$ cat config.mk
export PLATFORM = sky130hd
export DESIGN_NAME = sorted_timeout_queue
export DESIGN_NICKNAME = d
export VERILOG_FILES = /design/src/hdl/stq_pkg.sv /design/src/hdl/sorted_timeout_queue.sv /design/src/hdl/stq_ctrl.sv /design/src/hdl/stq_dpath.sv
export VERILOG_INCLUDE_DIRS = /design/src /design/src/hdl
export SDC_FILE = /design/constraint.sdc
export NUM_CORES = 1
export LEC_CHECK = 0
export BUFFER_PORTS_ARGS = -buffer_cell sky130_fd_sc_hd__clkbuf_2
export CAP_MARGIN = 20
export CORE_AREA = 2 2 280 282
export CTS_CLUSTER_DIAMETER = 150
export DETAILED_ROUTE_END_ITERATION = 10
export DIE_AREA = 0 0 282 284
export PLACE_DENSITY_LB_ADDON = 0.15
export SLEW_MARGIN = 20
export SYNTH_ARGS = -nofsm -noshare
export SYNTH_HDL_FRONTEND = slang
export SYNTH_SLANG_ARGS = --single-unit
$ cat constraint.sdc
create_clock -name clk -period 6.46 [get_ports clk]
set_input_delay 1.938 -clock clk [delete_from_list [all_inputs] [get_ports clk]]
set_output_delay 1.938 -clock clk [all_outputs]
set_load 0.01 [all_outputs]
$ cat src/hdl/assert_macros.svh
// Assertion helpers used by stq_dpath. Clock is clk, reset is rst_n (active low).
`ifndef ASSERT_MACROS_SVH
`define ASSERT_MACROS_SVH

// same-cycle implication
`define ASSERT_IMPL(label, ante, cons) \
    label: assert property (@(posedge clk) disable iff (!rst_n) (ante) |-> (cons)) \
        else $error("assertion failed");

// next-cycle implication
`define ASSERT_NEXT(label, ante, cons) \
    label: assert property (@(posedge clk) disable iff (!rst_n) (ante) |=> (cons)) \
        else $error("assertion failed");

`endif

$ cat src/hdl/stq_pkg.sv
package stq_pkg;

    localparam int QUEUE_DEPTH_DEF = 16;
    localparam int TICK_WIDTH_DEF  = 32;
    localparam int TAG_W           = 16;
    localparam int DELAY_W         = 31;
    localparam int MAX_REPORTS     = 16;

    localparam logic CMD_TICK = 1'b0;
    localparam logic CMD_SET  = 1'b1;

    localparam logic KIND_ACK    = 1'b0;
    localparam logic KIND_EXPIRY = 1'b1;

    localparam logic STATUS_OK   = 1'b0;
    localparam logic STATUS_FULL = 1'b1;

    typedef enum logic [2:0] {
        ST_IDLE,
        ST_SCAN_RD,
        ST_SCAN_CHK,
        ST_FLUSH,
        ST_INS_RD,
        ST_INS_CHK,
        ST_ACK
    } stq_state_t;

    typedef struct packed {
        logic take;       // latch input word
        logic rd_head;    // read head entry
        logic pop_hold;   // pop head into held report
        logic push_held;  // send held report
        logic push_last;  // held report is the final one
        logic rd_ins;     // read entry below insert slot
        logic wr_shift;   // move read entry up one slot
        logic wr_new;     // write new entry into slot
        logic push_ack;   // send set acknowledgement
    } stq_cmd_t;

    typedef struct packed {
        logic full;
        logic can_scan;
        logic reached;
        logic held_valid;
        logic out_free;
        logic idx_zero;
        logic later;
    } stq_status_t;

endpackage

$ cat src/hdl/sorted_timeout_queue.sv
// Sorted timeout queue: one word at a time, accepted only when the controller is idle.
// Set: entries are read from the tail and each later one moves up a slot; then the new
// entry is written and the ack is sent. A set on a full queue goes straight to the ack.
// Tick: reached head entries are popped and reported, at most 16 expiries per tick, the
// last flagged. Output stalls hold the FSM; the result register lets the next word in.
// Reset (async, active low) clears the tick counter, queue count, head and valid flags.
module sorted_timeout_queue #(
    parameter int QUEUE_DEPTH = stq_pkg::QUEUE_DEPTH_DEF,
    parameter int TICK_WIDTH  = stq_pkg::TICK_WIDTH_DEF
) (
    input  logic                        clk,
    input  logic                        rst_n,
    input  logic                        in_valid,
    output logic                        in_stall,
    input  logic                        cmd,
    input  logic [stq_pkg::DELAY_W-1:0] delay,
    input  logic [stq_pkg::TAG_W-1:0]   tag,
    output logic                        out_valid,
    input  logic                        out_stall,
    output logic                        kind,
    output logic [stq_pkg::TAG_W-1:0]   fired_tag,
    output logic                        status,
    output logic                        last
);
    import stq_pkg::*;

    stq_cmd_t    ctl;
    stq_status_t stat;
    logic        ready;

    assign in_stall = !ready;

    stq_ctrl u_ctrl (
        .clk      (clk),
        .rst_n    (rst_n),
        .in_valid (in_valid),
        .in_cmd   (cmd),
        .stat     (stat),
        .ready    (ready),
        .ctl      (ctl)
    );

    stq_dpath #(
        .QUEUE_DEPTH (QUEUE_DEPTH),
        .TICK_WIDTH  (TICK_WIDTH)
    ) u_dpath (
        .clk       (clk),
        .rst_n     (rst_n),
        .ctl       (ctl),
        .stat      (stat),
        .cmd       (cmd),
        .delay     (delay),
        .tag       (tag),
        .out_valid (out_valid),
        .out_stall (out_stall),
        .kind      (kind),
        .fired_tag (fired_tag),
        .status    (status),
        .last      (last)
    );

endmodule

$ cat src/hdl/stq_ctrl.sv
module stq_ctrl (
    input  logic                 clk,
    input  logic                 rst_n,
    input  logic                 in_valid,
    input  logic                 in_cmd,
    input  stq_pkg::stq_status_t stat,
    output logic                 ready,
    output stq_pkg::stq_cmd_t    ctl
);
    import stq_pkg::*;

    stq_state_t state_reg;
    stq_state_t state_next;

    always_ff @(posedge clk or negedge rst_n)
    begin
        if (!rst_n)
        begin
            state_reg <= ST_IDLE;
        end
        else
        begin
            state_reg <= state_next;
        end
    end

    always_comb
    begin
        state_next = state_reg;
        ctl        = '0;
        ready      = 1'b0;
        case (state_reg)
            ST_IDLE:
            begin
                ready = 1'b1;
                if (in_valid)
                begin
                    ctl.take = 1'b1;
                    if (in_cmd == CMD_SET)
                    begin
                        state_next = stat.full ? ST_ACK : ST_INS_RD;
                    end
                    else
                    begin
                        state_next = ST_SCAN_RD;
                    end
                end
            end
            ST_SCAN_RD:
            begin
                if (stat.can_scan)
                begin
                    ctl.rd_head = 1'b1;
                    state_next  = ST_SCAN_CHK;
                end
                else
                begin
                    state_next = ST_FLUSH;
                end
            end
            ST_SCAN_CHK:
            begin
                if (!stat.reached)
                begin
                    state_next = ST_FLUSH;
                end
                else if (!stat.held_valid || stat.out_free)
                begin
                    // earlier report is known not to be last now
                    ctl.push_held = stat.held_valid;
                    ctl.pop_hold  = 1'b1;
                    state_next    = ST_SCAN_RD;
                end
            end
            ST_FLUSH:
            begin
                if (!stat.held_valid)
                begin
                    state_next = ST_IDLE;
                end
                else if (stat.out_free)
                begin
                    ctl.push_held = 1'b1;
                    ctl.push_last = 1'b1;
                    state_next    = ST_IDLE;
                end
            end
            ST_INS_RD:
            begin
                if (stat.idx_zero)
                begin
                    ctl.wr_new = 1'b1;
                    state_next = ST_ACK;
                end
                else
                begin
                    ctl.rd_ins = 1'b1;
                    state_next = ST_INS_CHK;
                end
            end
            ST_INS_CHK:
            begin
                if (stat.later)
                begin
                    ctl.wr_shift = 1'b1;
                    state_next   = ST_INS_RD;
                end
                else
                begin
                    ctl.wr_new = 1'b1;
                    state_next = ST_ACK;
                end
            end
            ST_ACK:
            begin
                if (stat.out_free)
                begin
                    ctl.push_ack = 1'b1;
                    state_next   = ST_IDLE;
                end
            end
            default:
            begin
                state_next = ST_IDLE;
            end
        endcase
    end

endmodule

$ cat src/hdl/stq_dpath.sv
`include "assert_macros.svh"

module stq_dpath #(
    parameter int QUEUE_DEPTH = stq_pkg::QUEUE_DEPTH_DEF,
    parameter int TICK_WIDTH  = stq_pkg::TICK_WIDTH_DEF
) (
    input  logic                        clk,
    input  logic                        rst_n,
    input  stq_pkg::stq_cmd_t           ctl,
    output stq_pkg::stq_status_t        stat,
    input  logic                        cmd,
    input  logic [stq_pkg::DELAY_W-1:0] delay,
    input  logic [stq_pkg::TAG_W-1:0]   tag,
    output logic                        out_valid,
    input  logic                        out_stall,
    output logic                        kind,
    output logic [stq_pkg::TAG_W-1:0]   fired_tag,
    output logic                        status,
    output logic                        last
);
    import stq_pkg::*;

    localparam int IW = (QUEUE_DEPTH > 1) ? $clog2(QUEUE_DEPTH) : 1;
    localparam int CW = $clog2(QUEUE_DEPTH + 1);
    localparam int RW = $clog2(MAX_REPORTS + 1);
    localparam int EW = TICK_WIDTH + TAG_W;
    localparam logic [IW:0]   QD_W  = (IW + 1)'(QUEUE_DEPTH);
    localparam logic [CW-1:0] QD_C  = CW'(QUEUE_DEPTH);
    localparam logic [RW-1:0] MAX_R = RW'(MAX_REPORTS);

    logic [EW-1:0] mem [QUEUE_DEPTH];
    logic [EW-1:0] rd_reg;

    logic [TICK_WIDTH-1:0] now_reg, now_next;
    logic [IW-1:0]         head_reg, head_next;
    logic [CW-1:0]         count_reg, count_next;
    logic [IW-1:0]         idx_reg, idx_next;
    logic [RW-1:0]         nrep_reg, nrep_next;
    logic                  held_valid_reg, held_valid_next;
    logic [TAG_W-1:0]      held_tag_reg, held_tag_next;
    logic [TICK_WIDTH-1:0] new_dl_reg, new_dl_next;
    logic [TAG_W-1:0]      new_tag_reg, new_tag_next;
    logic                  drop_reg, drop_next;

    logic                  out_valid_reg, out_valid_next;
    logic                  kind_reg, kind_next;
    logic [TAG_W-1:0]      fired_tag_reg, fired_tag_next;
    logic                  status_reg, status_next;
    logic                  last_reg, last_next;

    logic [63:0]           delay_wide;
    logic [TICK_WIDTH-1:0] delay_ext;
    logic [TICK_WIDTH-1:0] rd_dl;
    logic [TAG_W-1:0]      rd_tag;
    logic [TICK_WIDTH-1:0] later_diff;
    logic [TICK_WIDTH-1:0] reach_diff;
    logic                  out_free;
    logic                  mem_we;
    logic                  mem_re;
    logic [IW-1:0]         wr_addr;
    logic [IW-1:0]         rd_addr;
    logic [EW-1:0]         wr_data;

    function automatic logic [IW-1:0] wrap_idx(input logic [IW-1:0] base,
                                               input logic [IW-1:0] off);
        logic [IW:0] s;
        s = {1'b0, base} + {1'b0, off};
        if (s >= QD_W)
        begin
            s = s - QD_W;
        end
        return s[IW-1:0];
    endfunction

    assign delay_wide = 64'(delay);
    assign delay_ext  = delay_wide[TICK_WIDTH-1:0];

    assign rd_dl  = rd_reg[EW-1:TAG_W];
    assign rd_tag = rd_reg[TAG_W-1:0];

    // modular distance: later when nonzero and top bit clear
    assign later_diff = rd_dl - new_dl_reg;
    assign reach_diff = now_reg - rd_dl;

    assign out_free = !out_valid_reg || !out_stall;

    assign stat.full       = (count_reg == QD_C);
    assign stat.can_scan   = (nrep_reg < MAX_R) && (count_reg != '0);
    assign stat.reached    = !reach_diff[TICK_WIDTH-1];
    assign stat.held_valid = held_valid_reg;
    assign stat.out_free   = out_free;
    assign stat.idx_zero   = (idx_reg == '0);
    assign stat.later      = (later_diff != '0) && !later_diff[TICK_WIDTH-1];

    assign mem_we  = ctl.wr_new || ctl.wr_shift;
    assign mem_re  = ctl.rd_head || ctl.rd_ins;
    assign wr_addr = wrap_idx(head_reg, idx_reg);
    assign rd_addr = ctl.rd_ins ? wrap_idx(head_reg, idx_reg - 1'b1) : head_reg;
    assign wr_data = ctl.wr_shift ? rd_reg : {new_dl_reg, new_tag_reg};

    always_ff @(posedge clk)
    begin
        if (mem_we)
        begin
            mem[wr_addr] <= wr_data;
        end
        if (mem_re)
        begin
            rd_reg <= mem[rd_addr];
        end
    end

    always_comb
    begin
        now_next        = now_reg;
        head_next       = head_reg;
        count_next      = count_reg;
        idx_next        = idx_reg;
        nrep_next       = nrep_reg;
        held_valid_next = held_valid_reg;
        held_tag_next   = held_tag_reg;
        new_dl_next     = new_dl_reg;
        new_tag_next    = new_tag_reg;
        drop_next       = drop_reg;
        out_valid_next  = out_valid_reg && out_stall;
        kind_next       = kind_reg;
        fired_tag_next  = fired_tag_reg;
        status_next     = status_reg;
        last_next       = last_reg;

        if (ctl.take)
        begin
            if (cmd == CMD_SET)
            begin
                new_dl_next  = now_reg + delay_ext;
                new_tag_next = tag;
                drop_next    = (count_reg == QD_C);
                idx_next     = count_reg[IW-1:0];
            end
            else
            begin
                now_next        = now_reg + 1'b1;
                nrep_next       = '0;
                held_valid_next = 1'b0;
            end
        end

        if (ctl.pop_hold)
        begin
            held_valid_next = 1'b1;
            held_tag_next   = rd_tag;
            head_next       = wrap_idx(head_reg, IW'(1));
            count_next      = count_reg - 1'b1;
            nrep_next       = RW'(nrep_reg + 1'b1);
        end
        else if (ctl.push_held)
        begin
            held_valid_next = 1'b0;
        end

        if (ctl.wr_shift)
        begin
            idx_next = idx_reg - 1'b1;
        end

        if (ctl.push_held)
        begin
            out_valid_next = 1'b1;
            kind_next      = KIND_EXPIRY;
            fired_tag_next = held_tag_reg;
            status_next    = STATUS_OK;
            last_next      = ctl.push_last;
        end
        else if (ctl.push_ack)
        begin
            out_valid_next = 1'b1;
            kind_next      = KIND_ACK;
            fired_tag_next = '0;
            status_next    = drop_reg ? STATUS_FULL : STATUS_OK;
            last_next      = 1'b1;
            if (!drop_reg)
            begin
                count_next = count_reg + 1'b1;
            end
        end
    end

    always_ff @(posedge clk or negedge rst_n)
    begin
        if (!rst_n)
        begin
            now_reg        <= '0;
            head_reg       <= '0;
            count_reg      <= '0;
            held_valid_reg <= 1'b0;
            out_valid_reg  <= 1'b0;
        end
        else
        begin
            now_reg        <= now_next;
            head_reg       <= head_next;
            count_reg      <= count_next;
            held_valid_reg <= held_valid_next;
            out_valid_reg  <= out_valid_next;
        end
    end

    always_ff @(posedge clk)
    begin
        idx_reg       <= idx_next;
        nrep_reg      <= nrep_next;
        held_tag_reg  <= held_tag_next;
        new_dl_reg    <= new_dl_next;
        new_tag_reg   <= new_tag_next;
        drop_reg      <= drop_next;
        kind_reg      <= kind_next;
        fired_tag_reg <= fired_tag_next;
        status_reg    <= status_next;
        last_reg      <= last_next;
    end

    assign out_valid = out_valid_reg;
    assign kind      = kind_reg;
    assign fired_tag = fired_tag_reg;
    assign status    = status_reg;
    assign last      = last_reg;

    `ASSERT_IMPL(a_push_when_free, ctl.push_held || ctl.push_ack, out_free)
    `ASSERT_IMPL(a_no_pop_empty, ctl.pop_hold, count_reg != '0)
    `ASSERT_IMPL(a_no_insert_full, ctl.wr_new, count_reg < QD_C)
    `ASSERT_NEXT(a_tick_advances, ctl.take && cmd == CMD_TICK,
                 now_reg == TICK_WIDTH'($past(now_reg) + 1'b1))

endmodule

==> reports/metrics.yaml <==
synth_ff_type: "edfxtp_1"
hold_class: "reg -> reg"
yosysSeqAreaShare: 0.690
finalSetupViolCount: 0
crit_type: "reg -> reg"
cts_buffer_depth: 3
relSlewSlack: 0.266
syn_to_final_growth_pct: 12.6
nFillCells: 5603
clock_sinks: 955
synthAdderAreaFrac: 0.0335
syn_nets: 2562
worst_slew_pin_slew_ns: 1.08
end_kind: "flip-flop"
drt_wl_total_um: 100000
synth_xor_area_frac: 0.0189
die_h_um: 284
dr.pass1.iters: 5
boundaryPins: 73
final_cell_area_um2: 46400
die_width_um: 282
drt_iter0_markers: 2667
finalHoldViolations: 0
via_count: 22700
vias_per_cell: 6.24
synth_top_area_cell: "edfxtp_1"
grt_usage: 0.256
synthDistinctLibCells: 80
die_area_um2: 80100
core.rowCount: 102
overflow: 0
diodes: 0
numCtsBuffers: 97
worstSetupStartpointType: "flip-flop"
ys_ff_latch: 955
io_buffers: 72
skew_ns: 0.0235
synth_compound_area_frac: 0.0535
muxShareOfSynthArea: 0.133
power.density_nw_per_um2: 457
leakagePower_nw: 16.2
path_clk_slew_ns: 0.06
cts_max_level: 3
cts_resized: 0
place_area_um2: 43200
synthCells: 2402
grt_max_degree: 145
period_minus_slack_ns: 5.36
vdd.ir_drop.worst_v: 0.000368
yosys-top-cells-area: "edfxtp_1 66%, mux4_2 10%, ha_1 3.2%"
dp_hpwl_um: 58600
async_flop_share: 0.0482
drtAntennaViolNets: 0
core-area_um2: 77000
tns_ns: 0
routedWlPerCell_um: 27.5
grt_pass1_wl_um: 150000
root_buffer: "clkbuf_16"
start_util: 0.536
drc: 0
clock.fmax_mhz: 186
fin_nets: 2688
synthSimpleGateAreaFrac: 0.0523
instances_no_fill: 3648
antenna_found_initial: 0
ys_warn_count: 0
status: "complete, no violations"
cp_max_fo: 26
setup_ws_ns: 1.10
max_cap_viol_count: 0
utilization: 0.603
finalCritPeriodShare: 0.830
first_global_vias: 22800
gp_congestion: 0.923
cp.arrival_ns: 5.69
rsz0062_at_grt: "false"
cts_setup_buffers: 0
synth_top_area_frac: 0.661
place_ws_ns: 0.997
syn_area_um2: 41200
synth_top_family_by_area: "multiplexers"
cts_hold_buf: 0
critPathRequiredTime_ns: 6.79
cts_tree: "built"
place_inst: 3465
drive_gt1_frac: 0.201
largest_register_ffs: 768
clk_latency_ns: 0.67
slew_viol_final: 0
synth_edf_count: 907
syn_avg_cell_area_um2: 17.2
through the flow:
stage | hold WS, ns | total power [W]
6_report | 0.454 | 0.0212
2_1_floorplan | 0.422 | 0.0134
4_1_cts | 0.454 | 0.0213
3_5_place_dp | 0.439 | 0.0157
3_3_place_gp | 0.439 | 0.0157
5_1_grt | 0.466 | 0.0222
final cells by class:
cell class	instances	area (um^2)	share of cell area
Inverter	101	379	0.00817
Clock buffer	122	2520	0.0543
Clock inverter	57	597	0.0129
Timing Repair Buffer	119	881	0.0190
Tap cell	1040	1300	0.0280
Multi-Input combinational cell	1254	12300	0.265
Sequential cell	955	28400	0.612
metal layers:
metal | global-route usage | up-vias | share of wire
met3 | 0.0366 | 116 | 0.074
met2 | 0.402 | 874 | 0.48
met1 | 0.384 | 11900 | 0.43
met5 | 0 | - | 0
li1 | - | 9808 | -
met4 | 0.0606 | 0 | 0.018
layout by cell type, fill, tap and decap left out, drive strengths merged, types with 11 or more instances in the layout:
cell / netlist / final
edfxtp: 907 / 907
clkbuf: 57 / 196
mux4: 192 / 192
a21oi: 126 / 126
ha: 104 / 104
inv: 99 / 102
nand2: 89 / 89
mux2i: 89 / 89
nor2: 84 / 84
nor2b: 63 / 63
a211oi: 63 / 63
xnor2: 62 / 62
dfrtp: 46 / 46
buf: 35 / 45
clkinv: 2 / 43
o21ai: 40 / 40
nand3: 32 / 32
and3: 29 / 29
xor2: 27 / 27
and2: 24 / 24
a21o: 20 / 20
mux2: 20 / 20
nor3: 19 / 19
nand4: 18 / 18
o21a: 11 / 11
synth_stat cells, types with 6 or more instances:
library cell / instances
nor4_1: 7
nand2b_1: 9
o2111ai_1: 7
xnor2_1: 62
nand2_1: 89
a21oi_1: 125
nor3b_1: 6
nand4_1: 18
clkbuf_1: 57
mux2_4: 16
a21o_1: 20
or3_1: 8
nor2b_1: 63
and4_1: 6
a211oi_1: 62
edfxtp_1: 907
o21ai_0: 28
and2_1: 24
buf_1: 8
o21a_1: 11
buf_2: 25
mux2i_1: 89
xor2_1: 27
nand3_1: 32
o31ai_1: 7
ha_1: 104
dfrtp_1: 46
and3_1: 29
mux4_2: 192
nor2_1: 84
a31oi_1: 9
o211ai_1: 8
o21ai_1: 12
nor3_1: 18
inv_1: 99
final timing paths:
path / start / end / slack [ns] / cells past startpoint
worst max-delay path: u_dpath.new_dl_reg[0]$_DFFE_PP_ / u_dpath.mem[1][29]$_DFFE_PP_ / 1.10 / 14
worst min-delay path: u_dpath.rd_reg[0]$_DFFE_PP_ / u_dpath.held_tag_reg[0]$_DFFE_PP_ / 0.45 / 0
worst max register to register: u_dpath.new_dl_reg[0]$_DFFE_PP_ / u_dpath.mem[1][29]$_DFFE_PP_ / 1.10 / 14
worst min register to register: u_dpath.rd_reg[0]$_DFFE_PP_ / u_dpath.held_tag_reg[0]$_DFFE_PP_ / 0.45 / 0
max in group asynchronous: rst_n / u_dpath.count_reg[0]$_DFF_PN0_ / 4.63 / 2
min in group asynchronous: rst_n / u_dpath.now_reg[13]$_DFFE_PN0P_ / 1.36 / 2
cells by family after synthesis:
| family | Yosys count |
|---|---|
| flops | 955 |
| xor+xnor | 89 |
| fa+ha+maj | 108 |
| simple gates | 415 |
| mux | 301 |
| buf+inv | 193 |
| compound gates | 341 |
power breakdown:
group	leakage [nW]	switching (W)	internal (W)	total, W
sequential	8.81	0.000339	0.00786	0.00820
combinational	5.91	0.00439	0.00309	0.00748
clock	1.51	0.00236	0.00315	0.00551
total	16.2	0.00709	0.0141	0.0212
critical path, cell delays in order, from the launching register on:
cell       delay (ns)
edfxtp_1         0.40
ha_1             0.26
fa_1             0.40
nand2b_1         0.19
a211oi_1         0.47
o31a_1           0.23
o211ai_1         0.13
a21boi_1         0.32
mux2i_1          0.23
o2111ai_1        0.12
or4_1            0.62
a211oi_2         0.40
nor3_4           0.06
buf_4            0.35
mux2i_1          0.84
Power figures use the tool's default switching activity.
